$ cat src/rtl/c2u_pkg.sv
// Shared types, constants and functions for the character cell to UTF-8 encoder.
// No dependencies; imported by every module of the block.
`default_nettype none
package c2u_pkg;

  localparam int C2U_QUEUE_DEPTH = 4;

  localparam logic [7:0] C2U_SPACE = 8'h20;
  localparam logic [7:0] C2U_DEL   = 8'h7F;

  localparam logic [20:0] C2U_CP_SPACE      = 21'h00020;
  localparam logic [20:0] C2U_CP_FULL_BLOCK = 21'h02588;
  localparam logic [20:0] C2U_CP_LEFT_HALF  = 21'h0258C;
  localparam logic [20:0] C2U_CP_RIGHT_HALF = 21'h02590;
  localparam logic [20:0] C2U_CP_SEXTANT    = 21'h1FB00;

  localparam logic [5:0] C2U_PAT_EMPTY      = 6'h00;
  localparam logic [5:0] C2U_PAT_FULL       = 6'h3F;
  localparam logic [5:0] C2U_PAT_LEFT_HALF  = 6'h15;
  localparam logic [5:0] C2U_PAT_RIGHT_HALF = 6'h2A;

  // Byte 0 is sent first.
  localparam logic [3:0][7:0] C2U_ESC_REVERSE = {8'h6D, 8'h37, 8'h5B, 8'h1B};
  localparam logic [3:0][7:0] C2U_ESC_RESET   = {8'h6D, 8'h30, 8'h5B, 8'h1B};

  typedef struct packed {
    logic [3:0][7:0] bytes;
    logic [1:0]      len_m1;
  } c2u_utf8_t;

  typedef struct packed {
    c2u_utf8_t glyph;
    logic      inv;
  } c2u_desc_t;

  function automatic c2u_utf8_t c2u_utf8_encode(input logic [20:0] cp);
    c2u_utf8_t r;
    r.bytes  = '0;
    r.len_m1 = 2'd0;
    if (cp < 21'h80) begin
      r.bytes[0] = cp[7:0];
    end else if (cp < 21'h800) begin
      r.bytes[0] = {3'b110, cp[10:6]};
      r.bytes[1] = {2'b10, cp[5:0]};
      r.len_m1   = 2'd1;
    end else if (cp < 21'h10000) begin
      r.bytes[0] = {4'b1110, cp[15:12]};
      r.bytes[1] = {2'b10, cp[11:6]};
      r.bytes[2] = {2'b10, cp[5:0]};
      r.len_m1   = 2'd2;
    end else begin
      r.bytes[0] = {5'b11110, cp[20:18]};
      r.bytes[1] = {2'b10, cp[17:12]};
      r.bytes[2] = {2'b10, cp[11:6]};
      r.bytes[3] = {2'b10, cp[5:0]};
      r.len_m1   = 2'd3;
    end
    return r;
  endfunction

  // Returns {hit, Latin-1 code point} for the national-variant codes.
  function automatic logic [8:0] c2u_national(input logic [6:0] ch);
    logic [8:0] r;
    case (ch)
      7'h40:   r = {1'b1, 8'hC9};
      7'h5B:   r = {1'b1, 8'hC4};
      7'h5C:   r = {1'b1, 8'hD6};
      7'h5D:   r = {1'b1, 8'hC5};
      7'h5E:   r = {1'b1, 8'hDC};
      7'h60:   r = {1'b1, 8'hE9};
      7'h7B:   r = {1'b1, 8'hE4};
      7'h7C:   r = {1'b1, 8'hF6};
      7'h7D:   r = {1'b1, 8'hE5};
      7'h7E:   r = {1'b1, 8'hFC};
      default: r = 9'd0;
    endcase
    return r;
  endfunction

endpackage
`default_nettype wire

$ cat src/rtl/c2u_front.sv
// Front end: holds the escape enable register, classifies each cell and
// builds its glyph descriptor. Depends on c2u_pkg.
`default_nettype none
module c2u_front
  import c2u_pkg::*;
(
  input  wire logic      clk,
  input  wire logic      rst,
  input  wire logic      cfg_we,
  input  wire logic      cfg_wdata,
  input  wire logic      s_tvalid,
  output logic           s_tready,
  input  wire logic [7:0] s_tdata,
  input  wire logic [3:0] s_tuser,
  output logic           desc_valid,
  input  wire logic      desc_ready,
  output c2u_desc_t      desc
);

  logic        escape_enable;
  logic [6:0]  ch;
  logic [5:0]  pat;
  logic [5:0]  idx;
  logic [8:0]  nat;
  logic [20:0] cp;
  logic        is_attribute, is_blanked, is_graphic, on_cursor;

  always_ff @(posedge clk) begin
    if (rst) begin
      escape_enable <= 1'b1;
    end else if (cfg_we) begin
      escape_enable <= cfg_wdata;
    end
  end

  assign is_attribute = s_tuser[0];
  assign is_blanked   = s_tuser[1];
  assign is_graphic   = s_tuser[2];
  assign on_cursor    = s_tuser[3];

  assign ch  = s_tdata[6:0];
  assign pat = {s_tdata[6], s_tdata[4:0]};
  assign nat = c2u_national(ch);

  always_comb begin
    idx = pat - 6'd1;
    if (pat > C2U_PAT_LEFT_HALF)  idx = idx - 6'd1;
    if (pat > C2U_PAT_RIGHT_HALF) idx = idx - 6'd1;
  end

  always_comb begin
    if (is_attribute || is_blanked) begin
      cp = C2U_CP_SPACE;
    end else if (is_graphic) begin
      if (pat == C2U_PAT_EMPTY)           cp = C2U_CP_SPACE;
      else if (pat == C2U_PAT_FULL)       cp = C2U_CP_FULL_BLOCK;
      else if (pat == C2U_PAT_LEFT_HALF)  cp = C2U_CP_LEFT_HALF;
      else if (pat == C2U_PAT_RIGHT_HALF) cp = C2U_CP_RIGHT_HALF;
      else                                cp = C2U_CP_SEXTANT + {15'd0, idx};
    end else if (nat[8]) begin
      cp = {13'd0, nat[7:0]};
    end else if ({1'b0, ch} >= C2U_SPACE && {1'b0, ch} < C2U_DEL) begin
      cp = {14'd0, ch};
    end else begin
      cp = C2U_CP_SPACE;
    end
  end

  assign desc.glyph = c2u_utf8_encode(cp);
  assign desc.inv   = escape_enable & (s_tdata[7] ^ on_cursor);
  assign desc_valid = s_tvalid;
  assign s_tready   = desc_ready;

endmodule
`default_nettype wire

$ cat src/rtl/c2u_fifo.sv
// Short descriptor queue between the front end and the byte sequencer.
// Depends on c2u_pkg for the descriptor type.
`default_nettype none
module c2u_fifo
  import c2u_pkg::*;
#(
  parameter int DEPTH = C2U_QUEUE_DEPTH
) (
  input  wire logic      clk,
  input  wire logic      rst,
  input  wire logic      wr_valid,
  output logic           wr_ready,
  input  wire c2u_desc_t wr_data,
  output logic           rd_valid,
  input  wire logic      rd_ready,
  output c2u_desc_t      rd_data
);

  localparam int AW = (DEPTH > 1) ? $clog2(DEPTH) : 1;
  localparam int CW = $clog2(DEPTH + 1);

  c2u_desc_t      mem [DEPTH];
  logic [AW-1:0]  wr_ptr, rd_ptr;
  logic [CW-1:0]  count;
  logic           do_wr, do_rd;

  assign wr_ready = count != CW'(DEPTH);
  assign rd_valid = count != '0;
  assign do_wr    = wr_valid & wr_ready;
  assign do_rd    = rd_valid & rd_ready;
  assign rd_data  = mem[rd_ptr];

  always_ff @(posedge clk) begin
    if (do_wr) begin
      mem[wr_ptr] <= wr_data;
    end
  end

  always_ff @(posedge clk) begin
    if (rst) begin
      wr_ptr <= '0;
      rd_ptr <= '0;
      count  <= '0;
    end else begin
      if (do_wr) begin
        wr_ptr <= (wr_ptr == AW'(DEPTH - 1)) ? '0 : wr_ptr + AW'(1);
      end
      if (do_rd) begin
        rd_ptr <= (rd_ptr == AW'(DEPTH - 1)) ? '0 : rd_ptr + AW'(1);
      end
      if (do_wr && !do_rd) begin
        count <= count + CW'(1);
      end else if (do_rd && !do_wr) begin
        count <= count - CW'(1);
      end
    end
  end

endmodule
`default_nettype wire

$ cat src/rtl/c2u_back.sv
// Back end: walks a descriptor a byte per unstalled cycle, wraps in reverse
// escapes where marked, into a registered output stage. Depends on c2u_pkg.
`default_nettype none
module c2u_back
  import c2u_pkg::*;
(
  input  wire logic       clk,
  input  wire logic       rst,
  input  wire logic       desc_valid,
  output logic            desc_ready,
  input  wire c2u_desc_t  desc,
  output logic            m_tvalid,
  input  wire logic       m_tready,
  output logic [7:0]      m_tdata,
  output logic            m_tlast
);

  logic [3:0] pos, pos_next;
  logic [3:0] last_pos;
  logic [3:0] rel;
  logic [3:0] tail;
  logic [7:0] byte_sel;
  logic       slot_free;
  logic       emit;
  logic       at_last;

  assign slot_free = !m_tvalid || m_tready;
  assign emit      = desc_valid && slot_free;
  assign last_pos  = {2'd0, desc.glyph.len_m1} + (desc.inv ? 4'd8 : 4'd0);
  assign at_last   = pos == last_pos;
  assign desc_ready = emit && at_last;

  assign rel  = desc.inv ? pos - 4'd4 : pos;
  assign tail = rel - {2'd0, desc.glyph.len_m1} - 4'd1;

  always_comb begin
    if (desc.inv && pos < 4'd4) begin
      byte_sel = C2U_ESC_REVERSE[pos[1:0]];
    end else if (rel <= {2'd0, desc.glyph.len_m1}) begin
      byte_sel = desc.glyph.bytes[rel[1:0]];
    end else begin
      byte_sel = C2U_ESC_RESET[tail[1:0]];
    end
  end

  always_comb begin
    pos_next = pos;
    if (emit) begin
      pos_next = at_last ? 4'd0 : pos + 4'd1;
    end
  end

  always_ff @(posedge clk) begin
    if (rst) begin
      pos      <= 4'd0;
      m_tvalid <= 1'b0;
    end else begin
      pos <= pos_next;
      if (slot_free) begin
        m_tvalid <= desc_valid;
      end
    end
  end

  always_ff @(posedge clk) begin
    if (emit) begin
      m_tdata <= byte_sel;
      m_tlast <= at_last;
    end
  end

endmodule
`default_nettype wire

$ cat src/rtl/char_cell_to_utf8_encoder.sv
// Character cell to UTF-8 encoder, top level.
// Depends on c2u_pkg, c2u_front, c2u_fifo and c2u_back.
//
// Use:
//   s_* takes one resolved screen cell per request: s_tdata carries the
//   character byte, s_tuser the cell flags. m_* gives the UTF-8 run for
//   that cell, one byte per request, m_tlast on its final byte.
//   cfg_we/cfg_wdata write escape_enable; write it only while idle.
// Path: an accepted cell is written into the descriptor queue, then its
//   first byte is registered into the output stage.
// Throughput: the byte sequencer sends one byte per cycle unless m_tready
//   stalls it; a cell is 1 to 4 bytes, 9 to 12 when wrapped in reverse
//   escapes. The front end takes a cell every cycle while the descriptor
//   queue (QUEUE_DEPTH entries) has room.
// Reset: queue emptied, output invalid, escape_enable set to 1.
// Stall: when m_tready is low the output byte holds; the queue fills, then
//   s_tready drops until the sequencer moves again.
`default_nettype none
module char_cell_to_utf8_encoder
  import c2u_pkg::*;
#(
  parameter int QUEUE_DEPTH = C2U_QUEUE_DEPTH
) (
  input  wire logic       clk,
  input  wire logic       rst,
  input  wire logic       cfg_we,
  input  wire logic       cfg_wdata,   // escape_enable
  input  wire logic       s_tvalid,
  output logic            s_tready,
  input  wire logic [7:0] s_tdata,     // [7:0] char_code
  // [0] is_attribute, [1] is_blanked, [2] is_graphic, [3] on_cursor
  input  wire logic [3:0] s_tuser,
  output logic            m_tvalid,
  input  wire logic       m_tready,
  output logic [7:0]      m_tdata,     // [7:0] out_byte
  output logic            m_tlast
);

  c2u_desc_t front_desc, back_desc;
  logic      front_valid, front_ready;
  logic      back_valid, back_ready;

  c2u_front u_front (
    .clk        (clk),
    .rst        (rst),
    .cfg_we     (cfg_we),
    .cfg_wdata  (cfg_wdata),
    .s_tvalid   (s_tvalid),
    .s_tready   (s_tready),
    .s_tdata    (s_tdata),
    .s_tuser    (s_tuser),
    .desc_valid (front_valid),
    .desc_ready (front_ready),
    .desc       (front_desc)
  );

  c2u_fifo #(
    .DEPTH (QUEUE_DEPTH)
  ) u_fifo (
    .clk      (clk),
    .rst      (rst),
    .wr_valid (front_valid),
    .wr_ready (front_ready),
    .wr_data  (front_desc),
    .rd_valid (back_valid),
    .rd_ready (back_ready),
    .rd_data  (back_desc)
  );

  c2u_back u_back (
    .clk        (clk),
    .rst        (rst),
    .desc_valid (back_valid),
    .desc_ready (back_ready),
    .desc       (back_desc),
    .m_tvalid   (m_tvalid),
    .m_tready   (m_tready),
    .m_tdata    (m_tdata),
    .m_tlast    (m_tlast)
  );

endmodule
`default_nettype wire
$ cat config.mk
export PLATFORM = sky130hd
export DESIGN_NAME = char_cell_to_utf8_encoder
export DESIGN_NICKNAME = d
export VERILOG_FILES = /design/src/rtl/c2u_pkg.sv /design/src/rtl/c2u_front.sv /design/src/rtl/c2u_fifo.sv /design/src/rtl/c2u_back.sv /design/src/rtl/char_cell_to_utf8_encoder.sv
export SDC_FILE = /design/constraint.sdc
export NUM_CORES = 1
export LEC_CHECK = 0
export ABC_AREA = 1
export CAP_MARGIN = 0
export CORE_UTILIZATION = 60
export DETAILED_ROUTE_END_ITERATION = 10
export DONT_BUFFER_PORTS = 1
export PLACE_DENSITY = 0.76
export SLEW_MARGIN = 20
export SYNTH_ARGS = -nofsm -noshare
export SYNTH_HDL_FRONTEND = slang
export SYNTH_SLANG_ARGS = --single-unit
$ cat constraint.sdc
create_clock -name clk -period 6.5 [get_ports clk]
set_input_delay 0.65 -clock clk [delete_from_list [all_inputs] [get_ports clk]]
set_output_delay 0.65 -clock clk [all_outputs]
set_load 0.01 [all_outputs]
==> run summary, run 1 <==
status -> completed
vias per cell -> 5.97
number of synthesized flops with an enable pin -> 133
Synth area leaders -> edfxtp_1 (56%), nand2_1 (5.8%), o21ai_0 (5.3%)
CTS Hold Bufs -> 0
H-Tree Level Count -> 4
Clock Pin Slew Worst Setup and Hold Paths -> 0.06 ns
setup TNS -> 0 ns
pin count of the biggest net entering global routing -> 64
Synth Register Bits -> 148
first-pass GRT wire length -> 23800 um
P&R area growth vs syn -> 9.66%
critical path peak fanout -> 32
cell chain of the critical path -> inv_1 > a32o_1 > ha_1 > nand2_1 > a211oi_2 > nand2_2 > ha_1 > inv_1 > fa_1 > o21ai_0 > a21oi_1
area leader, netlist -> edfxtp_1
Die W -> 111 um
Leak -> 3.04 nW
worst-margin pin slew -> 1.09 ns
initial antenna violation count -> 0
RSZ-0062 raised after global routing -> no
number of library cell types mapped by synthesis -> 45
critical path class -> reg2reg
critical path endpoint category -> flop
post-synth top area share -> 56.4%
WP buf/inv -> 2
clock tree from TritonCTS -> built
mean post-synth cell area -> 10.3 um2
slew margin rel. -> 27.3%
Hold Crit Class -> in2reg
Post-CTS Setup Bufs -> 0
delay-heaviest family, CP -> compound AO/OA/AOI/OAI gates
clock skew -> 0.00768 ns
die area -> 12200 um2
initial core utilization -> 61.8%
share of flip-flops with an asynchronous set or reset -> 0%
Final WS setup -> 2.15 ns
final wirelength -> 14600 um
commonest cells after routing, fill and taps aside -> edfxtp_1 (133), nand2_1 (110), nor2_1 (87), o21ai_0 (75), inv_1 (58)
First-pass DRT Iterations -> 5
nets -> 735
Placer Congestion -> 0.858
Place WS -> 2.25 ns
CTS root buf -> clkbuf_16
Period minus WS final -> 4.35 ns
ratio of cells with drive above 1 in the final layout -> 10.3%
final hold vios -> 0
CP max stage delay -> 1.03 ns
fill cell count -> 802
Bufs on Longest Clock Path -> 2
Rows -> 39
routed via count -> 5077
maximum vdd drop -> 0.356 mV
clk_lat worst skew -> 0.42 ns
vias in the first global route -> 5035
DRT iter0 DRCs -> 520
Top Ports -> 29
post-DP HPWL -> 9350 um
final setup fails -> 0
ANT cells -> 0
Critical Path Start Type -> flop
hold slack -> 0.295 ns
synth warn -> 0
CTS sink count -> 148
Tcrit/Tclk final -> 66.8%
routed len/inst -> 17.2 um
crit path DAT -> 4.65 ns
Post-Synthesis Cells -> 691
PD cells -> 381 nW/um2
total core area -> 11500 um2
leading cell type in the layout, fill and taps excluded -> edfxtp_1
worst endpoint required time -> 6.81 ns
prevailing post-synth register cell -> edfxtp_1
cts bufs inserted -> 17
max_cap viols -> 0
drt drc -> 0
cts repair resizes -> 0
max frequency -> 230 MHz
Die Span Y -> 111 um
Slew Limit Fails -> 0
gr ovfl total -> 0
Seq/Total Area, Yosys -> 60.6%
input/output buffers -> 0
number of routed nets with antenna violations -> 0
Synth Cell Area -> 7080 um2
total global-route track usage -> 24.9%
slowest CP cell -> dfxtp_1
[final timing paths]
path / from / to / slack (ns) / cells past startpoint
setup / recovery: flop / u_fifo.count[1]$_SDFFE_PP0P_ / 2.15 / 11
hold / removal: rst / flop / 0.29 / 1
setup reg to reg: flop / u_fifo.count[1]$_SDFFE_PP0P_ / 2.15 / 11
hold reg to reg: u_front.escape_enable$_SDFFE_PP1P_ / u_front.escape_enable$_SDFFE_PP1P_ / 0.49 / 2
[metal layers]
metal | vias to the layer above | GRT usage (%) | wire length [um]
met3 | 32 | 5.80 | 986
li1 | 2428 | - | -
met5 | - | 0 | 0
met4 | 0 | 12.3 | 329
met1 | 2414 | 30.0 | 5940
met2 | 203 | 41.9 | 7340
[registers in the layout, summed over array words and instances (netlist names), named ones only]
name	cells
u_back.m_tvalid	1
u_back.pos	4
u_front.escape_enable	1
u_fifo.mem	124
u_fifo.wr_ptr	2
u_back.m_tlast	1
u_back.m_tdata	8
u_fifo.count	3
u_fifo.rd_ptr	2
[where the power goes]
part | internal, W | switching, W
registers | 0.00121 | 0.000117
clock network | 0.000505 | 0.000407
logic | 0.000224 | 0.000495
[synth_stat cells (5+ instances only)]
master    number
a21oi_1       22
buf_2          5
clkbuf_1      18
dfxtp_1       15
edfxtp_1     133
ha_1          22
inv_1         58
inv_2          8
nand2_1      110
nand3_1       35
nand4_1        6
nor2_1        91
nor2_2         5
nor3_1         5
o21ai_0       75
o21ai_1        6
o221ai_1      11
o22ai_1       15
[logic make-up (layout without fill, tap and decap cells)]
kind of cell	Yosys count	in the layout	synth area share (%)
and+or+nand+nor	263	263	15.7
other	1	8	0.0529
DFF	148	148	60.6
xor gates and xnor gates	6	6	0.742
AOI/OAI and AO/OA	155	155	13.1
adders and majority gates	23	23	4.17
muxes	1	1	0.141
buffers and inverters	94	103	5.42
[final cells by class]
type	instances	area, um2	area share, %
sequential	148	4300	55.3
multi-input combinational	456	2450	31.5
clock buffer	17	425	5.48
inverter	67	254	3.27
tap	143	179	2.30
clock inverter	15	134	1.72
timing repair buffer	4	30.0	0.387
[stage by stage]
stage	cells	cell area (um2)	total power, W	util, %
after detailed placement	818	7210	0.00206	62.8
final	850	7770	0.00296	67.7
after floorplan	698	7110	0.00187	-
after global routing	850	7770	0.00312	67.7
after global placement	818	7210	0.00203	62.8
after CTS	850	7770	0.00296	67.7
Power figures use the tool's default switching activity.
==> inputs of run 2 (changes only) <==
- CORE_UTILIZATION: 60 -> 57
- PLACE_DENSITY: 0.76 -> 0.75
- clock period: 6.5 -> 3.7 ns (I/O delays scaled with it)
==> run 2 against run 1 <==
  * First-iteration DRC count shrank 23%
  * Via count decreased by 0.39%
  * Clock power is 80% higher
  * Sequential share of layout area shrank 0.74 points
==> run summary, run 2 (synthesis gave the netlist of run 1 again) <==
Crit path top cell by count -> nand2_1
Rows -> 40 (+2.6%)
max_cap viols -> 0 (unchanged)
placed cell count -> 851 (+4.0%)
gr ovfl total -> 0 (unchanged)
status -> completed
delay-heaviest family, CP -> adder cells
worst endpoint required time -> 4.01 ns (-2.80 ns)
post-layout instance count excluding filler cells -> 883 (+3.9%)
WP buf/inv -> 2 (unchanged)
crit path DAT -> 3.18 ns (-1.47 ns)
CP max stage delay -> 0.48 ns (-0.55 ns)
total core area -> 12100 um2 (+5.2%)
maximum vdd drop -> 0.329 mV (-7.6%)
Placer Congestion -> 0.844 (-1.6%)
CTS root buf -> clkbuf_16
drt drc -> 0 (unchanged)
Tcrit/Tclk final -> 77.5% (+11 points)
reg2reg path depth -> 11 (unchanged)
worst hold path endpoint -> u_fifo.wr_ptr[0]$_SDFFE_PP0P_
setup TNS -> 0 ns (unchanged)
leading cell type in the layout, fill and taps excluded -> edfxtp_1
cts bufs inserted -> 17 (unchanged)
Bufs on Longest Clock Path -> 2 (unchanged)
PD cells -> 671 nW/um2 (+76%)
max frequency -> 349 MHz (+52%)
commonest cells after routing, fill and taps aside -> edfxtp_1 (133), nand2_1 (110), nor2_1 (87), o21ai_0 (75), inv_1 (58)
first-pass GRT wire length -> 24100 um (+1.5%)
Period minus WS final -> 2.87 ns (-1.48 ns)
input/output buffers -> 0 (unchanged)
initial antenna violation count -> 0 (unchanged)
H-Tree Level Count -> 4 (unchanged)
Largest register FFs -> 124 (unchanged)
ratio of cells with drive above 1 in the final layout -> 11.2% (+0.86 points)
final wirelength -> 15000 um (+2.5%)
critical path class -> reg2reg
Reg with most FFs -> u_fifo.mem
total global-route track usage -> 24.9% (+0.092 points)
number of routed nets with antenna violations -> 0 (unchanged)
routed len/inst -> 16.9 um (-1.3%)
First-pass DRT Iterations -> 8 (+3)
CTS sink count -> 148 (unchanged)
final hold vios -> 0 (unchanged)
slew margin rel. -> 54.6% (+27 points)
multi-input logic area -> 2450 um2 (unchanged)
ANT cells -> 0 (unchanged)
critical path endpoint category -> flop
clk_lat worst skew -> 0.42 ns (about the same)
WHS Path Cells -> 1 (unchanged)
Critical Path Start Type -> flop
Clock Pin Slew Worst Setup and Hold Paths -> 0.06 ns (about the same)
pin count of the biggest net entering global routing -> 51 (-20%)
nets -> 743 (+1.1%)
Top Ports -> 29 (unchanged)
Die Span Y -> 113 um (+2.6%)
vias in the first global route -> 4991 (-0.87%)
RSZ-0062 raised after global routing -> no
die area -> 12900 um2 (+5.2%)
cell chain of the critical path -> buf_4 > nand2_1 > nand3_1 > nand2_1 > a211oi_2 > nand2_2 > ha_1 > inv_1 > fa_1 > o21ai_0 > a21oi_1
vias per cell -> 5.73 (-4.1%)
worst reg2reg setup slack -> 0.83 ns (-1.32 ns)
worst-margin pin slew -> 0.674 ns (-0.415 ns)
clock skew -> 0.00942 ns (+0.00174 ns)
DRT iter0 DRCs -> 399 (-23%)
slowest CP cell -> buf_4
P&R area growth vs syn -> 11.1%
final setup fails -> 0 (unchanged)
Die W -> 113 um (+2.6%)
critical path peak fanout -> 50 (+56%)
clock tree from TritonCTS -> built
cts repair resizes -> 0 (unchanged)
largest registers -> u_fifo.mem (124), u_back.m_tdata (8), u_back.pos (4)
Reg area -> 4300 um2 (about the same)
Slew Limit Fails -> 0 (unchanged)
beginning of the worst hold path -> rst
routed via count -> 5057 (-0.39%)
Leak -> 3.08 nW (+1.3%)
Post-CTS Setup Bufs -> 0 (unchanged)
initial core utilization -> 58.7% (-3.0 points)
reg2reg end -> u_fifo.count[1]$_SDFFE_PP0P_
CTS Hold Bufs -> 0 (unchanged)
fill cell count -> 914 (+14%)
Hold Crit Class -> in2reg
post-DP HPWL -> 9890 um (+5.8%)
run 2: cell count changes in the layout (fill, tap and decap cells not counted):
cell | previous run | this run
clkinv_2 | 0 | 1
clkinv_1 | 0 | 1
inv_6 | 11 | 7
dfxtp_4 | 1 | 0
bufinv_16 | 0 | 1
clkinvlp_4 | 0 | 1
buf_4 | 4 | 12
dfxtp_2 | 0 | 1
run 2: area by class of cell:
class                   instances  share of cell area (%)
inverters                      67                    3.23
multi-input cells             456                    31.1
clock buffers                  17                    5.41
clock inverters                15                    1.84
well taps                     168                    2.67
repair buffers                 12                    1.14
flip-flops and latches        148                    54.6
run 2: per-stage QoR:
| stage | setup slack [ns] | hold slack, ns | area, um2 | power [W] | utilization (%) |
|---|---|---|---|---|---|
| global route | 0.602 | 0.00283 | 7870 | 0.00557 | 65.2 |
| CTS | 0.832 | 0.00566 | 7870 | 0.00529 | 65.2 |
| floorplan | 0.931 | 0.447 | 7110 | 0.00328 | - |
| detailed placement | 0.843 | 0.451 | 7300 | 0.00366 | 60.5 |
| finish | 0.832 | 0.0169 | 7870 | 0.00528 | 65.2 |
| global placement | 0.983 | 0.451 | 7300 | 0.00360 | 60.5 |
run 2: worst max path at each step:
stage	endpoint	depth (start not counted)
6_report	u_fifo.count[1]$_SDFFE_PP0P_	11
3_3_place_gp	u_fifo.count[1]$_SDFFE_PP0P_	12
4_1_cts	u_fifo.count[1]$_SDFFE_PP0P_	11
2_1_floorplan	u_fifo.count[1]$_SDFFE_PP0P_	14
5_1_grt	u_fifo.count[2]$_SDFFE_PP0P_	14
3_5_place_dp	u_fifo.count[1]$_SDFFE_PP0P_	11
run 2: power breakdown:
part	switching [W]	internal, W	total, W	leakage (nW)
sequential	0.000142	0.00213	0.00227	1.37
clock	0.000693	0.000942	0.00164	0.279
combinational	0.000947	0.000424	0.00137	1.43
total	0.00178	0.00350	0.00528	3.08
run 2: worst register-to-register path, stage by stage (launching register included):
cell and delay, ns:
dfxtp_2 0.47, buf_4 0.48, nand2_1 0.14, nand3_1 0.11, nand2_1 0.12, a211oi_2 0.38, nand2_2 0.13, ha_1 0.21
inv_1 0.10, fa_1 0.41, o21ai_0 0.16, a21oi_1 0.05
run 2: routing by layer:
layer | vias up | track usage, % | wire length (um)
met2 | 178 | 42.9 | 7520
met4 | 0 | 10.9 | 316
met1 | 2406 | 29.5 | 6210
met5 | - | 0 | 0
li1 | 2445 | - | -
met3 | 28 | 6.75 | 907
